--- src/rtl/esd_pkg.sv ---
package esd_pkg;

    localparam logic [15:0] U_TAB   = 16'h0009;
    localparam logic [15:0] U_LF    = 16'h000A;
    localparam logic [15:0] U_CR    = 16'h000D;
    localparam logic [15:0] U_BSL   = 16'h005C;
    localparam logic [15:0] U_LOW_T = 16'h0074;
    localparam logic [15:0] U_LOW_R = 16'h0072;
    localparam logic [15:0] U_LOW_N = 16'h006E;
    localparam logic [15:0] U_LOW_X = 16'h0078;
    localparam logic [15:0] U_ZERO  = 16'h0000;

    localparam int Q_DEPTH = 4;
    localparam int Q_PTR_W = $clog2(Q_DEPTH);
    localparam int Q_CNT_W = $clog2(Q_DEPTH + 1);

    localparam int N_SLOTS = 8;
    localparam int SLOT_W  = $clog2(N_SLOTS);

    localparam logic [SLOT_W-1:0] SLOT_BS     = 3'd0;
    localparam logic [SLOT_W-1:0] SLOT_X      = 3'd1;
    localparam logic [SLOT_W-1:0] SLOT_DIG0   = 3'd2;
    localparam logic [SLOT_W-1:0] SLOT_DIG1   = 3'd3;
    localparam logic [SLOT_W-1:0] SLOT_DIG2   = 3'd4;
    localparam logic [SLOT_W-1:0] SLOT_MAIN   = 3'd5;
    localparam logic [SLOT_W-1:0] SLOT_BS_END = 3'd6;
    localparam logic [SLOT_W-1:0] SLOT_TERM   = 3'd7;

    typedef enum logic [6:0] {
        PH_NORMAL = 7'b0000001,
        PH_SKIP   = 7'b0000010,
        PH_BS     = 7'b0000100,
        PH_X      = 7'b0001000,
        PH_HEX1   = 7'b0010000,
        PH_HEX2   = 7'b0100000,
        PH_HEX3   = 7'b1000000
    } phase_t;

    // One accepted item's worth of results, in order: a literal flush
    // (backslash, x and held digits), the main unit, a lone backslash and
    // the terminating zero.
    typedef struct packed {
        logic             flush_en;
        logic [2:0]       flush_len;
        logic [2:0][15:0] digits;
        logic             main_en;
        logic [15:0]      main_val;
        logic             bs_end_en;
        logic             term;
    } desc_t;

    function automatic logic is_hex(input logic [15:0] u);
        is_hex = u inside {[16'h0030:16'h0039], [16'h0041:16'h0046], [16'h0061:16'h0066]};
    endfunction

    function automatic logic [3:0] hex_val(input logic [15:0] u);
        if (u inside {[16'h0030:16'h0039]})
        begin
            hex_val = u[3:0];
        end
        else
        begin
            hex_val = 4'(u[3:0] + 4'd9);
        end
    endfunction

    function automatic logic [2:0] pend_len(input phase_t ph);
        case (ph)
            PH_X:    pend_len = 3'd1;
            PH_HEX1: pend_len = 3'd2;
            PH_HEX2: pend_len = 3'd3;
            PH_HEX3: pend_len = 3'd4;
            default: pend_len = 3'd0;
        endcase
    endfunction

endpackage

--- src/rtl/esd_front.sv ---
module esd_front
    import esd_pkg::*;
(
    input  logic        clk,
    input  logic        rst_n,
    input  logic        in_valid,
    output logic        in_stall,
    input  logic [15:0] code_unit,
    input  logic        end_of_text,
    input  logic        q_full,
    output logic        push,
    output desc_t       push_desc
);

    phase_t           phase_reg, phase_next;
    logic [2:0][15:0] digit_reg, digit_next;
    logic             accept;

    always_comb
    begin
        logic        p_en;
        logic [15:0] p_val;
        phase_t      p_phase;
        phase_t      ph_mid;
        logic        pre;
        logic [1:0]  idx;

        p_en    = 1'b1;
        p_val   = code_unit;
        p_phase = PH_NORMAL;
        if (code_unit == U_CR)
        begin
            p_val   = U_ZERO;
            p_phase = PH_SKIP;
        end
        else if (code_unit == U_LF)
        begin
            p_val = U_ZERO;
        end
        else if (code_unit == U_BSL)
        begin
            p_en    = 1'b0;
            p_phase = PH_BS;
        end

        push_desc  = '0;
        digit_next = digit_reg;
        ph_mid     = phase_reg;
        pre        = 1'b0;
        idx        = 2'(pend_len(phase_reg) - 3'd1);

        case (phase_reg)
            PH_SKIP:
            begin
                ph_mid = PH_NORMAL;
            end
            PH_BS:
            begin
                ph_mid = PH_NORMAL;
                if (code_unit == U_LOW_T)
                begin
                    push_desc.main_en  = 1'b1;
                    push_desc.main_val = U_TAB;
                end
                else if (code_unit == U_LOW_R)
                begin
                    push_desc.main_en  = 1'b1;
                    push_desc.main_val = U_CR;
                end
                else if (code_unit == U_LOW_N)
                begin
                    push_desc.main_en  = 1'b1;
                    push_desc.main_val = U_LF;
                end
                else if (code_unit == U_LOW_X)
                begin
                    ph_mid = PH_X;
                end
                else
                begin
                    pre                = 1'b1;
                    push_desc.main_en  = p_en;
                    push_desc.main_val = p_val;
                    ph_mid             = p_phase;
                end
            end
            PH_X, PH_HEX1, PH_HEX2:
            begin
                if (is_hex(code_unit))
                begin
                    digit_next[idx] = code_unit;
                    ph_mid = (phase_reg == PH_X) ? PH_HEX1 :
                             (phase_reg == PH_HEX1) ? PH_HEX2 : PH_HEX3;
                end
                else
                begin
                    pre                = 1'b1;
                    push_desc.main_en  = p_en;
                    push_desc.main_val = p_val;
                    ph_mid             = p_phase;
                end
            end
            PH_HEX3:
            begin
                if (is_hex(code_unit))
                begin
                    push_desc.main_en  = 1'b1;
                    push_desc.main_val = {hex_val(digit_reg[0]), hex_val(digit_reg[1]),
                                          hex_val(digit_reg[2]), hex_val(code_unit)};
                    ph_mid = PH_NORMAL;
                end
                else
                begin
                    pre                = 1'b1;
                    push_desc.main_en  = p_en;
                    push_desc.main_val = p_val;
                    ph_mid             = p_phase;
                end
            end
            default:
            begin
                push_desc.main_en  = p_en;
                push_desc.main_val = p_val;
                ph_mid             = p_phase;
            end
        endcase

        push_desc.flush_en  = pre;
        push_desc.flush_len = pre ? pend_len(phase_reg) : 3'd0;
        push_desc.digits    = digit_next;
        phase_next          = ph_mid;

        if (end_of_text)
        begin
            if (ph_mid inside {PH_BS, PH_X, PH_HEX1, PH_HEX2, PH_HEX3})
            begin
                if (pre)
                begin
                    push_desc.bs_end_en = 1'b1;
                end
                else
                begin
                    push_desc.flush_en  = 1'b1;
                    push_desc.flush_len = pend_len(ph_mid);
                end
            end
            push_desc.term = 1'b1;
            phase_next     = PH_NORMAL;
        end
    end

    assign in_stall = q_full;
    assign accept   = in_valid && !q_full;
    assign push     = accept && (push_desc.flush_en || push_desc.main_en ||
                                 push_desc.bs_end_en || push_desc.term);

    always_ff @(posedge clk or negedge rst_n)
    begin
        if (!rst_n)
        begin
            phase_reg <= PH_NORMAL;
        end
        else if (accept)
        begin
            phase_reg <= phase_next;
        end
    end

    always_ff @(posedge clk)
    begin
        if (accept)
        begin
            digit_reg <= digit_next;
        end
    end

endmodule

--- src/rtl/esd_queue.sv ---
module esd_queue
    import esd_pkg::*;
(
    input  logic  clk,
    input  logic  rst_n,
    input  logic  push,
    input  desc_t push_desc,
    output logic  full,
    input  logic  pop,
    output desc_t pop_desc,
    output logic  empty
);

    desc_t              entry_reg [Q_DEPTH];
    logic [Q_PTR_W-1:0] wr_ptr_reg, rd_ptr_reg;
    logic [Q_CNT_W-1:0] count_reg, count_next;

    assign full     = (count_reg == Q_CNT_W'(Q_DEPTH));
    assign empty    = (count_reg == '0);
    assign pop_desc = entry_reg[rd_ptr_reg];

    always_comb
    begin
        count_next = count_reg;
        if (push && !pop)
        begin
            count_next = count_reg + 1'b1;
        end
        else if (pop && !push)
        begin
            count_next = count_reg - 1'b1;
        end
    end

    always_ff @(posedge clk or negedge rst_n)
    begin
        if (!rst_n)
        begin
            wr_ptr_reg <= '0;
            rd_ptr_reg <= '0;
            count_reg  <= '0;
        end
        else
        begin
            if (push)
            begin
                wr_ptr_reg <= wr_ptr_reg + 1'b1;
            end
            if (pop)
            begin
                rd_ptr_reg <= rd_ptr_reg + 1'b1;
            end
            count_reg <= count_next;
        end
    end

    always_ff @(posedge clk)
    begin
        if (push)
        begin
            entry_reg[wr_ptr_reg] <= push_desc;
        end
    end

endmodule

--- src/rtl/esd_back.sv ---
module esd_back
    import esd_pkg::*;
(
    input  logic        clk,
    input  logic        rst_n,
    input  desc_t       pop_desc,
    input  logic        q_empty,
    output logic        pop,
    output logic        out_valid,
    input  logic        out_stall,
    output logic [15:0] out_unit,
    output logic        last
);

    logic [N_SLOTS-1:0] mask_reg, mask_next, mask_after, load_mask;
    desc_t              work_reg;
    logic [SLOT_W-1:0]  sel_idx;
    logic               adv;
    logic               out_valid_reg;
    logic [15:0]        out_unit_reg, sel_val;
    logic               last_reg;

    always_comb
    begin
        sel_idx = '0;
        for (int i = N_SLOTS - 1; i >= 0; i--)
        begin
            if (mask_reg[i])
            begin
                sel_idx = SLOT_W'(i);
            end
        end
    end

    always_comb
    begin
        case (sel_idx)
            SLOT_BS:     sel_val = U_BSL;
            SLOT_X:      sel_val = U_LOW_X;
            SLOT_DIG0:   sel_val = work_reg.digits[0];
            SLOT_DIG1:   sel_val = work_reg.digits[1];
            SLOT_DIG2:   sel_val = work_reg.digits[2];
            SLOT_MAIN:   sel_val = work_reg.main_val;
            SLOT_BS_END: sel_val = U_BSL;
            default:     sel_val = U_ZERO;
        endcase
    end

    always_comb
    begin
        load_mask              = '0;
        load_mask[SLOT_BS]     = pop_desc.flush_en;
        load_mask[SLOT_X]      = pop_desc.flush_en && (pop_desc.flush_len >= 3'd1);
        load_mask[SLOT_DIG0]   = pop_desc.flush_en && (pop_desc.flush_len >= 3'd2);
        load_mask[SLOT_DIG1]   = pop_desc.flush_en && (pop_desc.flush_len >= 3'd3);
        load_mask[SLOT_DIG2]   = pop_desc.flush_en && (pop_desc.flush_len >= 3'd4);
        load_mask[SLOT_MAIN]   = pop_desc.main_en;
        load_mask[SLOT_BS_END] = pop_desc.bs_end_en;
        load_mask[SLOT_TERM]   = pop_desc.term;
    end

    assign adv        = (mask_reg != '0) && (!out_valid_reg || !out_stall);
    assign mask_after = mask_reg & ~(N_SLOTS'(1) << sel_idx);
    assign pop        = !q_empty && ((mask_reg == '0) || (adv && (mask_after == '0)));

    always_comb
    begin
        mask_next = mask_reg;
        if (pop)
        begin
            mask_next = load_mask;
        end
        else if (adv)
        begin
            mask_next = mask_after;
        end
    end

    always_ff @(posedge clk or negedge rst_n)
    begin
        if (!rst_n)
        begin
            mask_reg      <= '0;
            out_valid_reg <= 1'b0;
        end
        else
        begin
            mask_reg <= mask_next;
            if (adv)
            begin
                out_valid_reg <= 1'b1;
            end
            else if (!out_stall)
            begin
                out_valid_reg <= 1'b0;
            end
        end
    end

    always_ff @(posedge clk)
    begin
        if (pop)
        begin
            work_reg <= pop_desc;
        end
        if (adv)
        begin
            out_unit_reg <= sel_val;
            last_reg     <= (sel_idx == SLOT_TERM);
        end
    end

    assign out_valid = out_valid_reg;
    assign out_unit  = out_unit_reg;
    assign last      = last_reg;

endmodule

--- src/rtl/escape_sequence_decoder_core.sv ---
// Backslash escape decoder for a stream of 16-bit code units. The front end
// takes one code unit per cycle whenever its four-entry result queue has room,
// and the back end delivers one decoded unit per cycle, while out_stall does
// not hold it, through a registered output. An item may yield up to seven
// results (for a failed hex escape at the end of the text), which the back
// end delivers one after another. Items that yield no result (a held escape
// unit, the unit dropped after a carriage return) push nothing to the queue
// and give no output.
module escape_sequence_decoder_core
    import esd_pkg::*;
(
    input  logic        clk,
    input  logic        rst_n,
    input  logic        in_valid,
    output logic        in_stall,
    input  logic [15:0] code_unit,
    input  logic        end_of_text,
    output logic        out_valid,
    input  logic        out_stall,
    output logic [15:0] out_unit,
    output logic        last
);

    logic  q_full, q_empty, push, pop;
    desc_t push_desc, pop_desc;

    esd_front u_front
    (
        .clk         (clk),
        .rst_n       (rst_n),
        .in_valid    (in_valid),
        .in_stall    (in_stall),
        .code_unit   (code_unit),
        .end_of_text (end_of_text),
        .q_full      (q_full),
        .push        (push),
        .push_desc   (push_desc)
    );

    esd_queue u_queue
    (
        .clk       (clk),
        .rst_n     (rst_n),
        .push      (push),
        .push_desc (push_desc),
        .full      (q_full),
        .pop       (pop),
        .pop_desc  (pop_desc),
        .empty     (q_empty)
    );

    esd_back u_back
    (
        .clk       (clk),
        .rst_n     (rst_n),
        .pop_desc  (pop_desc),
        .q_empty   (q_empty),
        .pop       (pop),
        .out_valid (out_valid),
        .out_stall (out_stall),
        .out_unit  (out_unit),
        .last      (last)
    );

endmodule

--- config.mk ---
export PLATFORM = sky130hd
export DESIGN_NAME = escape_sequence_decoder_core
export DESIGN_NICKNAME = d
export VERILOG_FILES = /design/src/rtl/esd_pkg.sv /design/src/rtl/esd_front.sv /design/src/rtl/esd_queue.sv /design/src/rtl/esd_back.sv /design/src/rtl/escape_sequence_decoder_core.sv
export SDC_FILE = /design/constraint.sdc
export NUM_CORES = 1
export LEC_CHECK = 0
export BUFFER_PORTS_ARGS = -buffer_cell sky130_fd_sc_hd__buf_2
export CORE_MARGIN = 2
export CORE_UTILIZATION = 56
export CTS_CLUSTER_DIAMETER = 50
export DETAILED_ROUTE_END_ITERATION = 16
export GPL_TIMING_DRIVEN = 0
export PLACE_DENSITY = 0.75
export RECOVER_POWER = 100
export SYNTH_ARGS = -nofsm -noshare
export SYNTH_HDL_FRONTEND = slang
export SYNTH_SLANG_ARGS = --single-unit
--- constraint.sdc ---
create_clock -name clk -period 3.7 [get_ports clk]
set_input_delay 0.74 -clock clk [delete_from_list [all_inputs] [get_ports clk]]
set_output_delay 0.74 -clock clk [all_outputs]
set_load 0.005 [all_outputs]
; Word level (Yosys, flattened, before mapping)
; Memories as Yosys holds them, arrays and structs flattened.
; Index checks and enable logic that the tools add are counted.
[classes]
n_addsub = 9
order_cmp = 18
n_eq_ne = 27
shift = 1
muxes = 66
bitwise_logic = 2
reduce_logical = 41
[ops]
columns = operator, count
row1 = $mux 17, 6
row2 = $mux 48, 2
row3 = $pmux 16 s6, 1
row4 = $eq 16x7->1 const B, 5
row5 = $mux 7, 11
row6 = $pmux 17 s4, 1
row7 = $ge 16x6->1 const B, 4
row8 = $le 16x6->1 const B, 4
row9 = $bwmux 48, 1
row10 = $mux 16, 3
row11 = $mux 3, 13
row12 = $demux 16 s2, 1
row13 = $eq 16x4->1 const B, 2
row14 = $ge 16x7->1 const B, 2
row15 = $le 16x7->1 const B, 2
row16 = $pmux 7 s4, 1
row17 = $mux 4, 6
row18 = $pmux 3 s4, 2
row19 = $logic_and 1x1->1, 18
row20 = $add 4x4->4 const B, 4
row21 = $logic_not 8->1, 2
row22 = $mux 8, 2
row23 = $eq 3x3->1 const B, 5
row24 = $eq 7x3->1 const B, 2
row25 = 33 further kinds, 64
[word_totals]
register_bits = 152
ramBits = 284
out_inout_bits = 19
mem_count = 1
[memory_table]
columns = name, words, width, rd, rd_clocked_by_memory_dff, write_ports, line_no
row1 = u_queue.entry_reg, 4, 71, 1, 0, 1, esd_queue.sv:14  ; desc_t entry_reg [Q_DEPTH];

; Longest topological paths before layout
[depth]
word_depth = 22
ltp_mapped = 15
depth_no_buf = 14

; Hierarchy
; Synthesis repeated with hierarchy kept, for this count alone.
[hier_totals]
hier_cells = 985
hier_area_um2 = 17957.2
[by_module_without_submodules]
columns = module, instances, cells_per_inst, area_each_um2, seq_area_each_um2
row1 = esd_queue, 1, 405, 10712.8, 8703.3
row2 = esd_front, 1, 352, 3728.6, 1617.8
row3 = esd_back, 1, 228, 3515.9, 2657.5

; Least setup slack after synthesis
; OpenSTA, ideal clock, no wires.
[synth_path]
path_kind = register -> register
from = reg u_back.mask_reg[0]
to = reg u_back.work_reg[10] (netlist name), enable pin
arrival_ns = 3.555
slack_ns = -0.273
path_stages_with_launch = 11
path_buffers = 2
path_cell_list = dfrtp_1 clkbuf_1 nor4_2 and2_1 clkbuf_1 nand2b_1 inv_1 o21ai_0 a311oi_1 o21ai_1 inv_1
[synth_via]
elab_cells_between_ends = 11
cone_classes = shift (1) / mux (1) / bitwise (2) / reduce/logical (7)
[synth_lines]
columns = element, line_no
row1 = "start, declared", esd_back.sv:15  ; logic [N_SLOTS-1:0] mask_reg, mask_next, mask_after, load_mask;
row2 = "start signal, assigned", esd_back.sv:88  ; mask_reg <= mask_next;
row3 = $reduce_bool 8->1, esd_back.sv:62  ; assign adv = (mask_reg != '0) && (!out_valid_reg || !out_stall);
row4 = $logic_and 1x1->1, esd_back.sv:62
row5 = named net u_back.adv, esd_back.sv:18  ; logic adv;
row6 = $logic_and 1x1->1, esd_back.sv:64  ; assign pop = !q_empty && ((mask_reg == '0) || (adv && (mask_after == '0)));
row7 = $logic_or 1x1->1, esd_back.sv:64
row8 = $logic_and 1x1->1, esd_back.sv:64
row9 = named net pop, escape_sequence_decoder_core.sv:24  ; logic q_full, q_empty, push, pop;
row10 = "end signal, assigned", esd_back.sv:104  ; work_reg <= pop_desc;
row11 = "end, declared", esd_back.sv:16  ; desc_t work_reg;
; The timed path passes the listed nets, and every way through them passes these cells.
; A chain may end at the register's enable or synchronous reset.

; Final worst setup path
[layout_path]
from = reg u_back.mask_reg[1]
to = reg u_queue.count_reg[2]
[layout_via]
elab_cells_between_ends = 17
cone_classes = shift (1) / mux (3) / bitwise (2) / reduce/logical (11)
[layout_lines]
columns = element, line_no
row1 = $reduce_bool 8->1 *, esd_back.sv:62
row2 = $logic_and 1x1->1 *, esd_back.sv:62
row3 = named net u_back.adv, esd_back.sv:18
row4 = $logic_and 1x1->1 *, esd_back.sv:64
row5 = $logic_or 1x1->1 *, esd_back.sv:64
row6 = $logic_and 1x1->1 *, esd_back.sv:64
row7 = $logic_not 1->1, esd_queue.sv:25  ; if (push && !pop)
row8 = $logic_and 1x1->1, esd_queue.sv:25
row9 = $mux 3 or $reduce_bool 2->1 (tied branches), -
row10 = "end signal, assigned", esd_queue.sv:53  ; count_reg <= count_next;
row11 = "end, declared", esd_queue.sv:16  ; logic [Q_CNT_W-1:0] count_reg, count_next;
; Mark *: on every way through the listed nets, which the timed path passes. The rest lies on a longest branch.

==> results.md <==
- Worst reg-to-reg path cell count: 15
- Final net count: approximately 1.1k
- First-pass GRT wire length: 57700 um
- Least-Margin Pin Slew: approximately 1.4 ns
- CP max stage delay: ~0.42 ns
- Cts hold-fix bufs: 0
- Switching pwr: approximately 4900 uW
- Hold Startpoint: u_queue.count_reg[2]$_DFFE_PN0P_
- Post-Syn Instances: about 980
- Outcome: finished, final reports clean
- Core area: around 31000 um2
- Area contributors post-synth: edfxtp_1, mux4_2, dfrtp_1
- Max reg flops: between 200 and 300
- Max-cap violations: 0
- Slowest-stage cell, CP: fa_1
- Min-delay worst type: reg -> reg
- Syn Area/Cell: between 15 and 20 um2
- Reg2reg setup slack: between 0.1 and 0.15 ns
- Reg clk slew, reported paths: 0.06 ns
- Antenna violations before repair: 0
- CP Data Arrival Time: ~4.1 ns
- RSZ-0062 raised after global routing: true
- Die area: about 33000 um2
- Top delay family on crit path: simple AND/OR/NAND/NOR gates
- Sequential Power Share: about half
- Rows: 65
- Worst setup EP type: register
- Fin worst setup slack: roughly 0.11 ns
- GP Congestion: between 0.8 and 0.9
- DRC: 0
- Slew headroom: under 10%
- Final Skew: 0.0253 ns
- Boundary Pins: 40
- Layout cells sized above 1: approximately a fifth
- Asr flop ratio synth: around 5.3%
- Post-synthesis sequential area ratio: roughly three quarters
- #FFs+latches synth: 436
- Detailed Place HPWL: 24900 um
- Sink Count: 436
- Period utilization: 97.0%
- Top cell type's share of synthesized area: roughly 70%
- Die span in y: between 150 and 200 um
- Ant. Diodes: 0
- CTS root buf: clkbuf_16
- Final hold viol count: 0
- Critical path cell sequence: buf_2 -> nor4_4 -> and2_1 -> clkbuf_1 -> nand2b_2 -> clkinvlp_4 -> o21ai_0 -> a311oi_2 -> o21ai_4 -> ha_1 -> inv_1 -> fa_1 -> xor2_1 -> nor2_1 -> xor2_1
- Post-synth EDFFs: slightly above 400
- Worst setup SP type: register
- PD cells: 806 nW/um2
- Via count: about 9.4k
- Synth Cell Area: between 15000 and 20000 um2
- TritonCTS Buffers: between 40 and 50
- Core Util, Final: about 64%
- Gate power share: between 20% and 30%
- Clk Latency, worst-skew pair: roughly 0.56 ns
- Yosys cell types: between 70 and 80
- F_max: ~0.28 GHz
- Area Overhead vs Synth: 13.0%
- Drt initial violations: approximately 1.1k
- Synth Warn #: 0
- Vias per inst: 6.25
- Final wirelength: slightly below 40000 um
- Min Tclk post-route: between 3 and 4 ns
- Final setup vio count: 0
- Static leakage: between 0.006 and 0.007 uW
- Largest net degree at the start of global routing: 46
- Max FO, Critical Path: 10
- Primary FF master, synth: edfxtp_1
- CTS tree: done
- Hold EP: u_queue.count_reg[2]$_DFFE_PN0P_
- Slew Viols, Final: 0
- Power Internal: between 10000 and 15000 uW
- Post-Place Worst Slack: -0.643 ns
- Global route total overflow: 0
- Buf/Inv on CP: 4
- Most repeated library cell on the critical path: xor2_1
- Vias in the first global route: ~9.4k
- Critical Path RT: 4.16 ns
- Worst reg2reg path startpoint: u_back.mask_reg[1]$_DFFE_PN0P_
- DRT Pass-1 Iters: 5
- Worst R2R End: u_queue.count_reg[2]$_DFFE_PN0P_
- Hold path depth: 1
- Drt wl/cell: around 25 um
- Largest area contributor in the netlist: edfxtp_1
- Switching Fraction: between 30% and 40%
- Hold_ws: between 0.4 and 0.5 ns
- H-Tree Depth: 2
- CTS max path bufs: 3
- GRT Util Overall: a little under a quarter
- Worst Setup Path Type: reg -> reg
- IO Port Bufs: 38
- Post-DRT Antenna Nets: 0
- Max VDD drop: about 0.00043 V
- Die W: approximately 180 um
- Clk network pwr share: between 20% and 30%
- Starting Density: 56.6%
- Syn_nets: ~1k
-- layout by cell type, fill, tap and decap left out, types with 12 or more instances in the layout --
cell,synthesis,final
nor2_1,26,26
nand2_1,53,53
a22oi_1,12,12
mux2i_1,19,19
clkbuf_16,0,46
mux4_2,71,71
ha_1,21,21
clkbuf_1,31,42
buf_2,4,40
inv_1,29,26
mux2_2,16,16
xnor2_1,14,14
dfrtp_1,22,22
and2_1,32,32
o21ai_0,47,47
edfxtp_1,413,413
-- routing by layer --
| layer | global-route usage [%] | vias up | part of all wire, % |
|---|---|---|---|
| li1 | - | 4107 | - |
| met1 | 33.7 | 4841 | 41 |
| met2 | 38.1 | 437 | 48 |
| met3 | 4.87 | 59 | 8.7 |
| met4 | 6.48 | 0 | 2.0 |
| met5 | 0 | - | 0 |
-- cells in the mapped netlist (9+ instances only) --
cell	number
a22oi_1	12
nor4_1	9
ha_1	21
o21ai_0	47
a21o_1	10
mux2i_1	19
inv_1	29
a31oi_1	10
mux4_2	71
nor2_1	26
edfxtp_1	413
clkbuf_1	31
nand2_1	53
dfrtp_1	22
mux2_2	16
xnor2_1	14
and2_1	32
buf_1	9
-- kinds of logic after synthesis --
kind of cell	Yosys count	share of synthesized area [%]
adder cells (fa/ha/maj)	23	1.65
flip-flops	436	73.3
AO/OA/AOI/OAI	133	5.14
AND/OR/NAND/NOR	191	6.17
buffers and inverters	73	1.58
multiplexers	107	11.2
XOR/XNOR	20	0.989
-- through the flow --
step	power [uW]	area, um2	cells	TNS [ns]
final	16100	20000	1510	0
after global routing	16800	20000	1510	-0.129
after CTS	16200	20000	1511	0
after detailed placement	12000	18600	1429	-150.88
after global placement	11800	18400	1423	-549.11
after floorplan	10400	17700	983	0
-- repair_timing --
item	in CTS	in global routing
resized for setup	7	9
cloned	1	0
buffers inserted	3	0
setup endpoints to repair	246	252
pin swaps	2	1
-- cell type report --
cell class / count / area (um2)
timing repair buffer: 47 / 360
clock inverter: 21 / 140
inverter: 29 / 116
tap: 402 / 503
clock buffer: 57 / 1190
sequential: 436 / 13000
fill: 2121 / 11300
multi-input combinational: 474 / 4550
timing repair inverter: 1 / 7.51
buffer: 43 / 168
-- worst register-to-register path, cell delays in order, from the launching register on --
cell and delay, ns:
dfrtp_1 0.35, buf_2 0.19, nor4_4 0.40, and2_1 0.18, clkbuf_1 0.29, nand2b_2 0.27, clkinvlp_4 0.12, o21ai_0 0.14
a311oi_2 0.13, o21ai_4 0.29, ha_1 0.23, inv_1 0.07, fa_1 0.42, xor2_1 0.17, nor2_1 0.11, xor2_1 0.15
-- power groups by stage --
stage | Clock, uW | Combinational [uW] | Sequential [uW]
final | 4100 | 4270 | 7760
after global routing | 4350 | 4620 | 7870
after CTS | 4180 | 4280 | 7760
after detailed placement | 0 | 4190 | 7860
after global placement | 0 | 3950 | 7860
after floorplan | 0 | 2760 | 7680
-- worst max-delay path by stage --
stage | end | cells after the start | startpoint
after global placement | u_queue.entry_reg[2][31]$_DFFE_PP_ | 5 | in_valid
after global routing | u_queue.count_reg[2]$_DFFE_PN0P_ | 15 | u_back.mask_reg[1]$_DFFE_PN0P_
after CTS | u_queue.count_reg[1]$_DFFE_PN0P_ | 11 | code_unit[10]
after detailed placement | u_back.work_reg[45]$_DFFE_PP_ | 11 | u_back.mask_reg[1]$_DFFE_PN0P_
final | u_queue.count_reg[2]$_DFFE_PN0P_ | 15 | u_back.mask_reg[1]$_DFFE_PN0P_
after floorplan | u_queue.entry_reg[0][0]$_DFFE_PP_ | 4 | in_valid
Power figures use the tool's default switching activity.
